===== src/lkv_pkg.sv =====
package lkv_pkg;

   // Table geometry.
   localparam int MAX_ENTRIES = 16;
   localparam int IDX_W = (MAX_ENTRIES > 1) ? $clog2(MAX_ENTRIES) : 1;
   localparam int CNT_W = $clog2(MAX_ENTRIES + 1);

   // Field widths.
   localparam int KEY_W = 32;
   localparam int VAL_W = 32;
   localparam int CAP_W = 5;

   // Capacity after reset, and the value returned on a get that misses.
   localparam logic [CAP_W-1:0] CAP_RESET = CAP_W'(16);
   localparam logic signed [VAL_W-1:0] MISS_VALUE = '1;

   typedef enum logic {
      OP_GET = 1'b0,
      OP_PUT = 1'b1
   } opcode_type;

   typedef struct packed {
      opcode_type               opcode;
      logic signed [KEY_W-1:0]  lookup_key;
      logic signed [VAL_W-1:0]  store_value;
   } req_word_type;

   typedef struct packed {
      logic                     found;
      logic signed [VAL_W-1:0]  read_value;
      logic                     evicted;
   } rsp_word_type;

   typedef logic [MAX_ENTRIES-1:0][KEY_W-1:0] key_array_type;
   typedef logic [MAX_ENTRIES-1:0][VAL_W-1:0] value_array_type;
   typedef logic [MAX_ENTRIES-1:0][IDX_W-1:0] rank_array_type;

   // What the tag compare tells the update logic.
   typedef struct packed {
      logic [MAX_ENTRIES-1:0] hit_vec;
      logic                   found;
      logic [IDX_W-1:0]       hit_rank;
      logic [VAL_W-1:0]       hit_value;
   } match_type;

endpackage


===== src/lkv_match.sv =====
module lkv_match
   import lkv_pkg::*;
(
   input  logic [KEY_W-1:0]       lookup_key,
   input  key_array_type          entry_key,
   input  value_array_type        entry_value,
   input  rank_array_type         entry_rank,
   input  logic [MAX_ENTRIES-1:0] entry_valid,
   output match_type              match
);

   logic [MAX_ENTRIES-1:0] hit_vec;
   logic [IDX_W-1:0]       hit_rank;
   logic [VAL_W-1:0]       hit_value;

   // Parallel tag compare against every valid entry.
   always_comb begin
      for (int i = 0; i < MAX_ENTRIES; i++) begin
         hit_vec[i] = entry_valid[i] && (entry_key[i] == lookup_key);
      end
   end

   // Keys are unique among valid entries, so at most one hit bit is set and an
   // AND-OR select picks its rank and value.
   always_comb begin
      hit_rank  = '0;
      hit_value = '0;
      for (int i = 0; i < MAX_ENTRIES; i++) begin
         hit_rank  = hit_rank  | (entry_rank[i]  & {IDX_W{hit_vec[i]}});
         hit_value = hit_value | (entry_value[i] & {VAL_W{hit_vec[i]}});
      end
   end

   assign match.hit_vec   = hit_vec;
   assign match.found     = |hit_vec;
   assign match.hit_rank  = hit_rank;
   assign match.hit_value = hit_value;

endmodule


===== src/lkv_table.sv =====
module lkv_table
   import lkv_pkg::*;
(
   input  logic             clock,
   input  logic             reset,
   input  logic             access_en,
   input  req_word_type     access_word,
   input  logic [CNT_W-1:0] capacity,
   output rsp_word_type     result_word
);

   key_array_type          entry_key_ff;
   key_array_type          entry_key_in;
   value_array_type        entry_value_ff;
   value_array_type        entry_value_in;
   rank_array_type         entry_rank_ff;
   rank_array_type         entry_rank_in;
   logic [MAX_ENTRIES-1:0] entry_valid_ff;
   logic [MAX_ENTRIES-1:0] entry_valid_in;
   logic [CNT_W-1:0]       used_ff;
   logic [CNT_W-1:0]       used_in;

   match_type              match;
   logic                   need_evict;
   logic [IDX_W-1:0]       oldest_rank;
   logic [CNT_W-1:0]       used_minus_one;
   logic [MAX_ENTRIES-1:0] evict_vec;
   logic [MAX_ENTRIES-1:0] valid_mid;
   logic [MAX_ENTRIES-1:0] free_vec;
   logic [MAX_ENTRIES-1:0] slot_vec;
   logic                   did_evict;

   lkv_match u_match (
      .lookup_key  (access_word.lookup_key),
      .entry_key   (entry_key_ff),
      .entry_value (entry_value_ff),
      .entry_rank  (entry_rank_ff),
      .entry_valid (entry_valid_ff),
      .match       (match)
   );

   // Victim choice: ranks of valid entries are a permutation of 0 to used-1,
   // so the least recent entry is the one whose rank equals used-1.
   assign need_evict     = (used_ff >= capacity);
   assign used_minus_one = used_ff - CNT_W'(1);
   assign oldest_rank    = used_minus_one[IDX_W-1:0];

   always_comb begin
      for (int i = 0; i < MAX_ENTRIES; i++) begin
         evict_vec[i] = need_evict && entry_valid_ff[i] && (entry_rank_ff[i] == oldest_rank);
      end
   end

   // Free slot: lowest numbered entry left invalid after any eviction.
   assign valid_mid = entry_valid_ff & ~evict_vec;
   assign free_vec  = ~valid_mid;
   assign slot_vec  = free_vec & (~free_vec + MAX_ENTRIES'(1));
   assign did_evict = |evict_vec;

   // Next state of the entry table for the word being processed.
   always_comb begin
      entry_key_in   = entry_key_ff;
      entry_value_in = entry_value_ff;
      entry_rank_in  = entry_rank_ff;
      entry_valid_in = entry_valid_ff;
      used_in        = used_ff;
      if (access_en) begin
         if (match.found) begin
            // Hit on get or put: the entry becomes the most recent.
            for (int i = 0; i < MAX_ENTRIES; i++) begin
               if (match.hit_vec[i]) begin
                  entry_rank_in[i] = '0;
                  if (access_word.opcode == OP_PUT) begin
                     entry_value_in[i] = access_word.store_value;
                  end
               end else if (entry_valid_ff[i] && (entry_rank_ff[i] < match.hit_rank)) begin
                  entry_rank_in[i] = entry_rank_ff[i] + IDX_W'(1);
               end
            end
         end else if (access_word.opcode == OP_PUT) begin
            // Insert: drop the victim if full, age everyone, new entry at rank zero.
            for (int i = 0; i < MAX_ENTRIES; i++) begin
               if (slot_vec[i]) begin
                  entry_key_in[i]   = access_word.lookup_key;
                  entry_value_in[i] = access_word.store_value;
                  entry_rank_in[i]  = '0;
                  entry_valid_in[i] = 1'b1;
               end else if (valid_mid[i]) begin
                  entry_rank_in[i]  = entry_rank_ff[i] + IDX_W'(1);
               end else begin
                  entry_rank_in[i]  = '0;
                  entry_valid_in[i] = 1'b0;
               end
            end
            used_in = used_ff + CNT_W'(1) - CNT_W'(did_evict);
         end
      end
   end

   // Result of the word being processed.
   always_comb begin
      result_word.found   = match.found;
      result_word.evicted = 1'b0;
      if (access_word.opcode == OP_PUT) begin
         result_word.read_value = '0;
         result_word.evicted    = !match.found && did_evict;
      end else if (match.found) begin
         result_word.read_value = match.hit_value;
      end else begin
         result_word.read_value = MISS_VALUE;
      end
   end

   // Control state of the table.
   always_ff @(posedge clock) begin
      if (reset) begin
         entry_valid_ff <= '0;
         entry_rank_ff  <= '0;
         used_ff        <= '0;
      end else begin
         entry_valid_ff <= entry_valid_in;
         entry_rank_ff  <= entry_rank_in;
         used_ff        <= used_in;
      end
   end

   // Keys and values are only read behind a valid bit.
   always_ff @(posedge clock) begin
      entry_key_ff   <= entry_key_in;
      entry_value_ff <= entry_value_in;
   end

endmodule


===== src/lru_key_value_cache.sv =====
// Channel   Direction  Payload         Handshake
// req_      in         req_word_type   req_valid / req_stall
// rsp_      out        rsp_word_type   rsp_valid / rsp_stall
// csr_      in         capacity (5b)   csr_write_enable, no read-back
//
// One word is accepted per cycle while req_stall is low. The tag compare and the rank
// update run while a word sits in the input register, and the result is registered
// in the output register when the processing stage advances.
// Reset is synchronous; it empties the table and sets the capacity to 16.
// A stalled response holds the processing stage, and req_stall follows.
module lru_key_value_cache
   import lkv_pkg::*;
(
   input  logic               clock,
   input  logic               reset,
   input  logic               req_valid,
   output logic               req_stall,
   input  req_word_type       req_data,
   output logic               rsp_valid,
   input  logic               rsp_stall,
   output rsp_word_type       rsp_data,
   input  logic               csr_write_enable,
   input  logic [CAP_W-1:0]   csr_write_data
);

   req_word_type     in_word_ff;
   req_word_type     in_word_in;
   logic             in_valid_ff;
   logic             in_valid_in;
   rsp_word_type     rsp_word_ff;
   rsp_word_type     rsp_word_in;
   logic             rsp_valid_ff;
   logic             rsp_valid_in;
   logic [CAP_W-1:0] capacity_ff;
   logic [CAP_W-1:0] capacity_in;

   logic             accept_req;
   logic             advance;
   logic [CNT_W-1:0] capacity_eff;
   rsp_word_type     result_word;

   // Handshake: the processing stage moves when the output register is free.
   assign advance    = in_valid_ff && (!rsp_valid_ff || !rsp_stall);
   assign req_stall  = in_valid_ff && !advance;
   assign accept_req = req_valid && !req_stall;

   assign in_valid_in  = accept_req || (in_valid_ff && !advance);
   assign in_word_in   = accept_req ? req_data : in_word_ff;
   assign rsp_valid_in = advance || (rsp_valid_ff && rsp_stall);
   assign rsp_word_in  = advance ? result_word : rsp_word_ff;
   assign capacity_in  = csr_write_enable ? csr_write_data : capacity_ff;

   // Capacity zero acts as one; anything above the table size saturates.
   always_comb begin
      if (capacity_ff == '0) begin
         capacity_eff = CNT_W'(1);
      end else if (32'(capacity_ff) > MAX_ENTRIES) begin
         capacity_eff = CNT_W'(MAX_ENTRIES);
      end else begin
         capacity_eff = CNT_W'(capacity_ff);
      end
   end

   lkv_table u_table (
      .clock       (clock),
      .reset       (reset),
      .access_en   (advance),
      .access_word (in_word_ff),
      .capacity    (capacity_eff),
      .result_word (result_word)
   );

   // Control registers.
   always_ff @(posedge clock) begin
      if (reset) begin
         in_valid_ff  <= 1'b0;
         rsp_valid_ff <= 1'b0;
         capacity_ff  <= CAP_RESET;
      end else begin
         in_valid_ff  <= in_valid_in;
         rsp_valid_ff <= rsp_valid_in;
         capacity_ff  <= capacity_in;
      end
   end

   // Payload registers.
   always_ff @(posedge clock) begin
      in_word_ff  <= in_word_in;
      rsp_word_ff <= rsp_word_in;
   end

   assign rsp_valid = rsp_valid_ff;
   assign rsp_data  = rsp_word_ff;

`ifndef SYNTHESIS
   // A response appears only after a word was waiting in the input register.
   a_rsp_from_input : assert property (@(posedge clock) disable iff (reset)
      $rose(rsp_valid_ff) |-> $past(in_valid_ff))
      else $error("response without a pending input word");

   // An eviction only happens on an insert, never on a hit.
   a_evict_not_found : assert property (@(posedge clock) disable iff (reset)
      (rsp_valid_ff && rsp_word_ff.evicted) |-> !rsp_word_ff.found)
      else $error("eviction reported on a hit");

   // The input side is held back only by a full, stalled output register.
   a_stall_cause : assert property (@(posedge clock) disable iff (reset)
      req_stall |-> (in_valid_ff && rsp_valid_ff && rsp_stall))
      else $error("input stalled without a stalled output");
`endif

endmodule


===== config.mk =====
export PLATFORM = sky130hd
export DESIGN_NAME = lru_key_value_cache
export DESIGN_NICKNAME = d
export VERILOG_FILES = /design/src/lkv_pkg.sv /design/src/lkv_match.sv /design/src/lkv_table.sv /design/src/lru_key_value_cache.sv
export SDC_FILE = /design/constraint.sdc
export NUM_CORES = 2
export LEC_CHECK = 0
export ABC_CLOCK_PERIOD_IN_PS = 8500
export CAP_MARGIN = 20
export CORE_MARGIN = 3
export CORE_UTILIZATION = 46
export DETAILED_ROUTE_END_ITERATION = 6
export DONT_BUFFER_PORTS = 1
export HOLD_SLACK_MARGIN = 0.06
export SETUP_SLACK_MARGIN = 0.4
export SYNTH_ARGS = -nofsm -noshare
export SYNTH_HDL_FRONTEND = slang
export SYNTH_HIERARCHICAL = 1
export SYNTH_SLANG_ARGS = --single-unit

===== constraint.sdc =====
create_clock -name clock -period 8.5 [get_ports clock]
set_clock_uncertainty 0.05 [all_clocks]
set_input_delay 1.7 -clock clock [delete_from_list [all_inputs] [get_ports clock]]
set_output_delay 1.7 -clock clock [all_outputs]
set_load 0.005 [all_outputs]

Word level (Yosys, flattened, before mapping)
Cells that the tools add are included.
- add/subtract/negate cells: 20
- $lt $le $gt $ge: 18
- equal/unequal tests: 96
- muxes and demuxes: 136
- bitwise operators: 68
- reductions and logical operators: 162
- operator list (cell ; count):
    two-way mux 32 bit ; 34
    two-way mux 512 bit ; 2
    AND 32 bit ; 16
    == test 32 bit ; 16
    OR 32 bit ; 15
    two-way mux 4 bit ; 64
    two-way mux 64 bit ; 2
    AND reduction 4 bit ; 32
    AND reduction 5 bit ; 16
    logical AND 1 bit ; 69
    adder 4 x 1 -> 4 bit (second input constant) ; 16
    AND 4 bit ; 16
    == test 4 bit ; 16
    less-than comparator 4 bit ; 16
    != test 2 bit (second input constant) ; 32
    OR 4 bit ; 15
    AND reduction 3 bit ; 17
    != test 3 x 1 -> 1 bit (second input constant) ; 16
    inverter 16 bit ; 3
    nonzero test 2 bit ; 17
    AND 16 bit ; 2
    two-way mux 1 bit ; 32
    != test 2 x 1 -> 1 bit (second input constant) ; 16
    OR reduction 16 bit ; 2
    other kinds (11) ; 18
- bits in registers: 1215
- bits of input ports: 75
- output and inout bits: 36
- logic and storage cells: 574

Logic depth before layout (Yosys ltp)
- depth in word-level cells: 23
- mapped depth: 19
- mapped depth without buffers: 16

Cells and area by module
The synthesis kept the hierarchy.
- modules (own cells, without submodules) (module ; times used ; cells an instance ; area each (um^2) ; seq. area each (um^2)):
    lkv_table ; 1 ; 1950 ; 38134.1 ; 32451.1
    lkv_match ; 1 ; 2552 ; 15439.8 ; 0.0
    lru_key_value_cache ; 1 ; 132 ; 3263.1 ; 3113.0

Least setup slack after synthesis
No wires, ideal clock.
- kind: in2reg
- start point: input port rsp_stall
- end point: register u_table/entry_value_ff[128] (netlist bit) (enable)
- setup time: 388 ps
- arrival time: 7366 ps
- data required time: 8062 ps
- path slack: 697 ps
- cell stages on the path: 6
- buffers on the path: 0
- cell sequence: a21boi_1 > nand3b_1 > nor2_1 > o21ai_0 > nor3b_1 > a21o_1
- cells in the longest elaborated chain, start to end: 4
- ends and longest elaborated chain (what ; RTL line ; RTL):
    start: declaration ; lru_key_value_cache.sv:20 ; input logic rsp_stall,
    logical NOT 1 bit ; lru_key_value_cache.sv:43 ; assign advance = in_valid_ff && (!rsp_valid_ff || !rsp_stall);
    logical OR 1 bit ; lru_key_value_cache.sv:43 ;
    logical AND 1 bit ; lru_key_value_cache.sv:43 ;
    AND reduction 5 bit (no line) ; -- ;
    end signal: assignment ; lkv_table.sv:130 ; entry_value_ff <= entry_value_in;
    end: declaration ; lkv_table.sv:14 ; value_array_type entry_value_ff;
Every way passes these cells.
A chain may end at the register's enable or synchronous reset.

==> flow_metrics.tcl <==
set metrics [dict create \
    overflow 0 \
    synth.avg_cell_area_um2 12.3 \
    nFillCells 10400 \
    grt_max_degree 89 \
    final_nets 4793 \
    dp.final_hpwl_mm 110 \
    ys_seq_area_frac 0.626 \
    max_cap_violations 0 \
    finalHoldViolations 0 \
    required_ns 8.80 \
    synth_edf_count 1123 \
    syn_area_um2 56800 \
    fin_ws_ns 1.37 \
    netlist-cell-type-count 81 \
    fmax_mhz 140 \
    die_w_um 358 \
    area_growth_pct 11.6 \
    gp_congestion 0.913 \
    yosys.area_share.simple 0.149 \
    critPathLaunchType "register" \
    cts_sinks 1215 \
    power_density_nw_per_um2 205 \
    synthFlopType "edfxtp_1" \
    finalCritPeriodShare 0.839 \
    synthTopCellsByCount "1123 x edfxtp_1, 535 x nand4_1, 471 x inv_1" \
    layoutNonFillerInstCount 6375 \
    hold_class "register to register" \
    min_period_ns 7.13 \
    post-place-ws_ns 1.54 \
    multi_input_area_um2 18300 \
    synth_top_family_by_area "simple AND/OR/NAND/NOR gates" \
    ir_drop_v 0.000199 \
    synthAdderAreaFrac 0.0167 \
    ios 111 \
    antenna_found_initial 13 \
    post-cts-setup-buffers 0 \
    worst_pin_slew_ns 1.18 \
    cts_made_buffers 135 \
    htreeDepth 4 \
    dieArea_um2 128000 \
    slew_headroom 0.215 \
    slew_violations 0 \
    wl_per_cell_um 28.1 \
    cts_resized 0 \
    portBuffers 0 \
    synth_most_common_cell "edfxtp_1" \
    clock_path_buffers 3 \
    final-setup-viol-count 0 \
    num_rows 128 \
    drt-total-wl_mm 179 \
    synth_mux_area_frac 0.000704 \
    ys_warn_count 6 \
    seq_area_um2 35600 \
    ant_nets 0 \
    vias 38800 \
    grt_pass1_vias 36100 \
    core_area_um2 122000 \
    cts-root-buf "clkbuf_16" \
    setup_tns_ns 0 \
    route.detailed.drc 0 \
    rrSetupSlack_ns 1.37 \
    cts_tree "built" \
    rsz0062_at_grt "false" \
    crit_path_frequent_cell "buf_4" \
    max_stage_delay_ns 1.02 \
    synthXorXnorAreaFrac 0.0910 \
    insertion_delay_ns 0.77 \
    cellLeakagePower_nw 21.4 \
    path_cells "buf_4 -> xor2_1 -> nor4_1 -> and3_2 -> buf_4 -> and2_1 -> a2111o_1 -> or4_2 -> nand3b_1 -> nor2_1 -> and3_1 -> nand2_2 -> nand4b_1 -> nor2_4" \
    dpl.cell_count 6124 \
    synth_fp_nets 4785 \
    path_max_fanout 38 \
    start_util 0.465 \
    viasPerCell 6.09 \
    synth_area_leaders "edfxtp_1 59%, xnor2_1 7.2%, nand4_1 5.9%" \
    worst_path_max_delay_cell "nor2_4" \
    cts_hold_buf 0 \
    drt_iter0_markers 4460 \
    worstPathArrival_ns 7.44 \
    synth-async-reset-ratio 0 \
    synth_seq_cells 1215 \
    path_class "register to register" \
    die_h_um 358 \
    status "finished clean" \
    synth_compound_gate_area_share 0.0565 \
    firstDrtPassIters 6 \
    syn_inst 4634 \
    grt_pass1_wl_mm 258 \
    synth_top_area_frac 0.593 \
    track_usage 0.278 \
    drive_above_1_share 0.0995 \
    end_kind "register" \
    synth_top_area_cell "edfxtp_1" \
    path_clk_slew_ns 0.06 \
]
==> flip-flops by register name (all words and copies together), names as in the netlist <==
register / cells
in_valid_ff: 1
u_table/entry_valid_ff: 16
rsp_data: 34
in_word_ff: 65
u_table/entry_rank_ff: 64
capacity_ff: 5
u_table/used_ff: 5
u_table/entry_key_ff: 512
u_table/entry_value_ff: 512
rsp_valid: 1
==> critical path, delay by kind of cell, from the launching register on <==
| kind | cells | cell delay [ns] |
|---|---|---|
| XOR/XNOR | 1 | 0.17 |
| AO/OA/AOI/OAI | 1 | 0.34 |
| flip-flops | 1 | 1.00 |
| buffers and inverters | 2 | 0.69 |
| AND/OR/NAND/NOR | 10 | 4.42 |
==> cells in the final DEF (no fill, tap or decap), types with 105 or more instances in the layout <==
master / count
nand4_1: 535
nand3_1: 164
buf_4: 153
edfxtp_1: 1123
o2111ai_1: 149
xnor2_1: 470
clkbuf_16: 140
inv_1: 471
nor2_1: 445
nand2_1: 122
a21oi_1: 105
==> per-layer routing <==
metal	global-route usage	wire (µm)	share of wire	up-vias
met5	0	30	0.00017	-
met4	0.0838	4900	0.027	6
met3	0.0794	20100	0.11	329
met2	0.413	78400	0.44	2172
met1	0.395	76000	0.42	19300
li1	-	-	-	17000
==> worst paths after layout <==
path,startpoint,to,cells past startpoint
max,in_word_ff[39]$_DFFE_PP_,u_table/entry_key_ff[387]$_DFFE_PP_,14
min,in_valid_ff$_SDFF_PP0_,rsp_valid$_SDFF_PP0_,2
max reg2reg,in_word_ff[39]$_DFFE_PP_,u_table/entry_key_ff[387]$_DFFE_PP_,14
min reg2reg,in_valid_ff$_SDFF_PP0_,rsp_valid$_SDFF_PP0_,2
==> kinds of logic (layout without fill, tap and decap cells) <==
| family | count (synthesis) | in the layout |
|---|---|---|
| other | 0 | 4 |
| DFF | 1215 | 1215 |
| xor gates and xnor gates | 565 | 565 |
| adders and majority gates | 76 | 76 |
| buffers and inverters | 765 | 877 |
| and+or+nand+nor | 1560 | 1560 |
| muxes | 4 | 4 |
| AOI/OAI and AO/OA | 449 | 449 |
==> area by class of cell <==
| class | instances | area share |
|---|---|---|
| diodes | 4 | 0.000158 |
| clock buffers | 168 | 0.0571 |
| clock inverters | 73 | 0.0118 |
| inverters | 474 | 0.0281 |
| multi-input cells | 2654 | 0.289 |
| flip-flops and latches | 1215 | 0.561 |
| well taps | 1625 | 0.0321 |
| repair buffers | 162 | 0.0212 |
==> metrics by stage <==
step | hold WS, ns | util | instance area (µm²) | total power, W
floorplan | 0.403 | - | 56800 | 0.00709
finish | 0.448 | 0.519 | 63400 | 0.0130
detailed placement | 0.446 | 0.482 | 58900 | 0.00729
global placement | 0.429 | 0.482 | 58900 | 0.00728
CTS | 0.461 | 0.518 | 63300 | 0.0131
global route | 0.479 | 0.519 | 63400 | 0.0134
==> power by group <==
group	total [W]	switching, W	internal, W
Clock	0.00586	0.00241	0.00345
Combinational	0.000488	0.000325	0.000163
Sequential	0.00668	0.000104	0.00658
No activity file was read; power rests on OpenSTA's default activity.
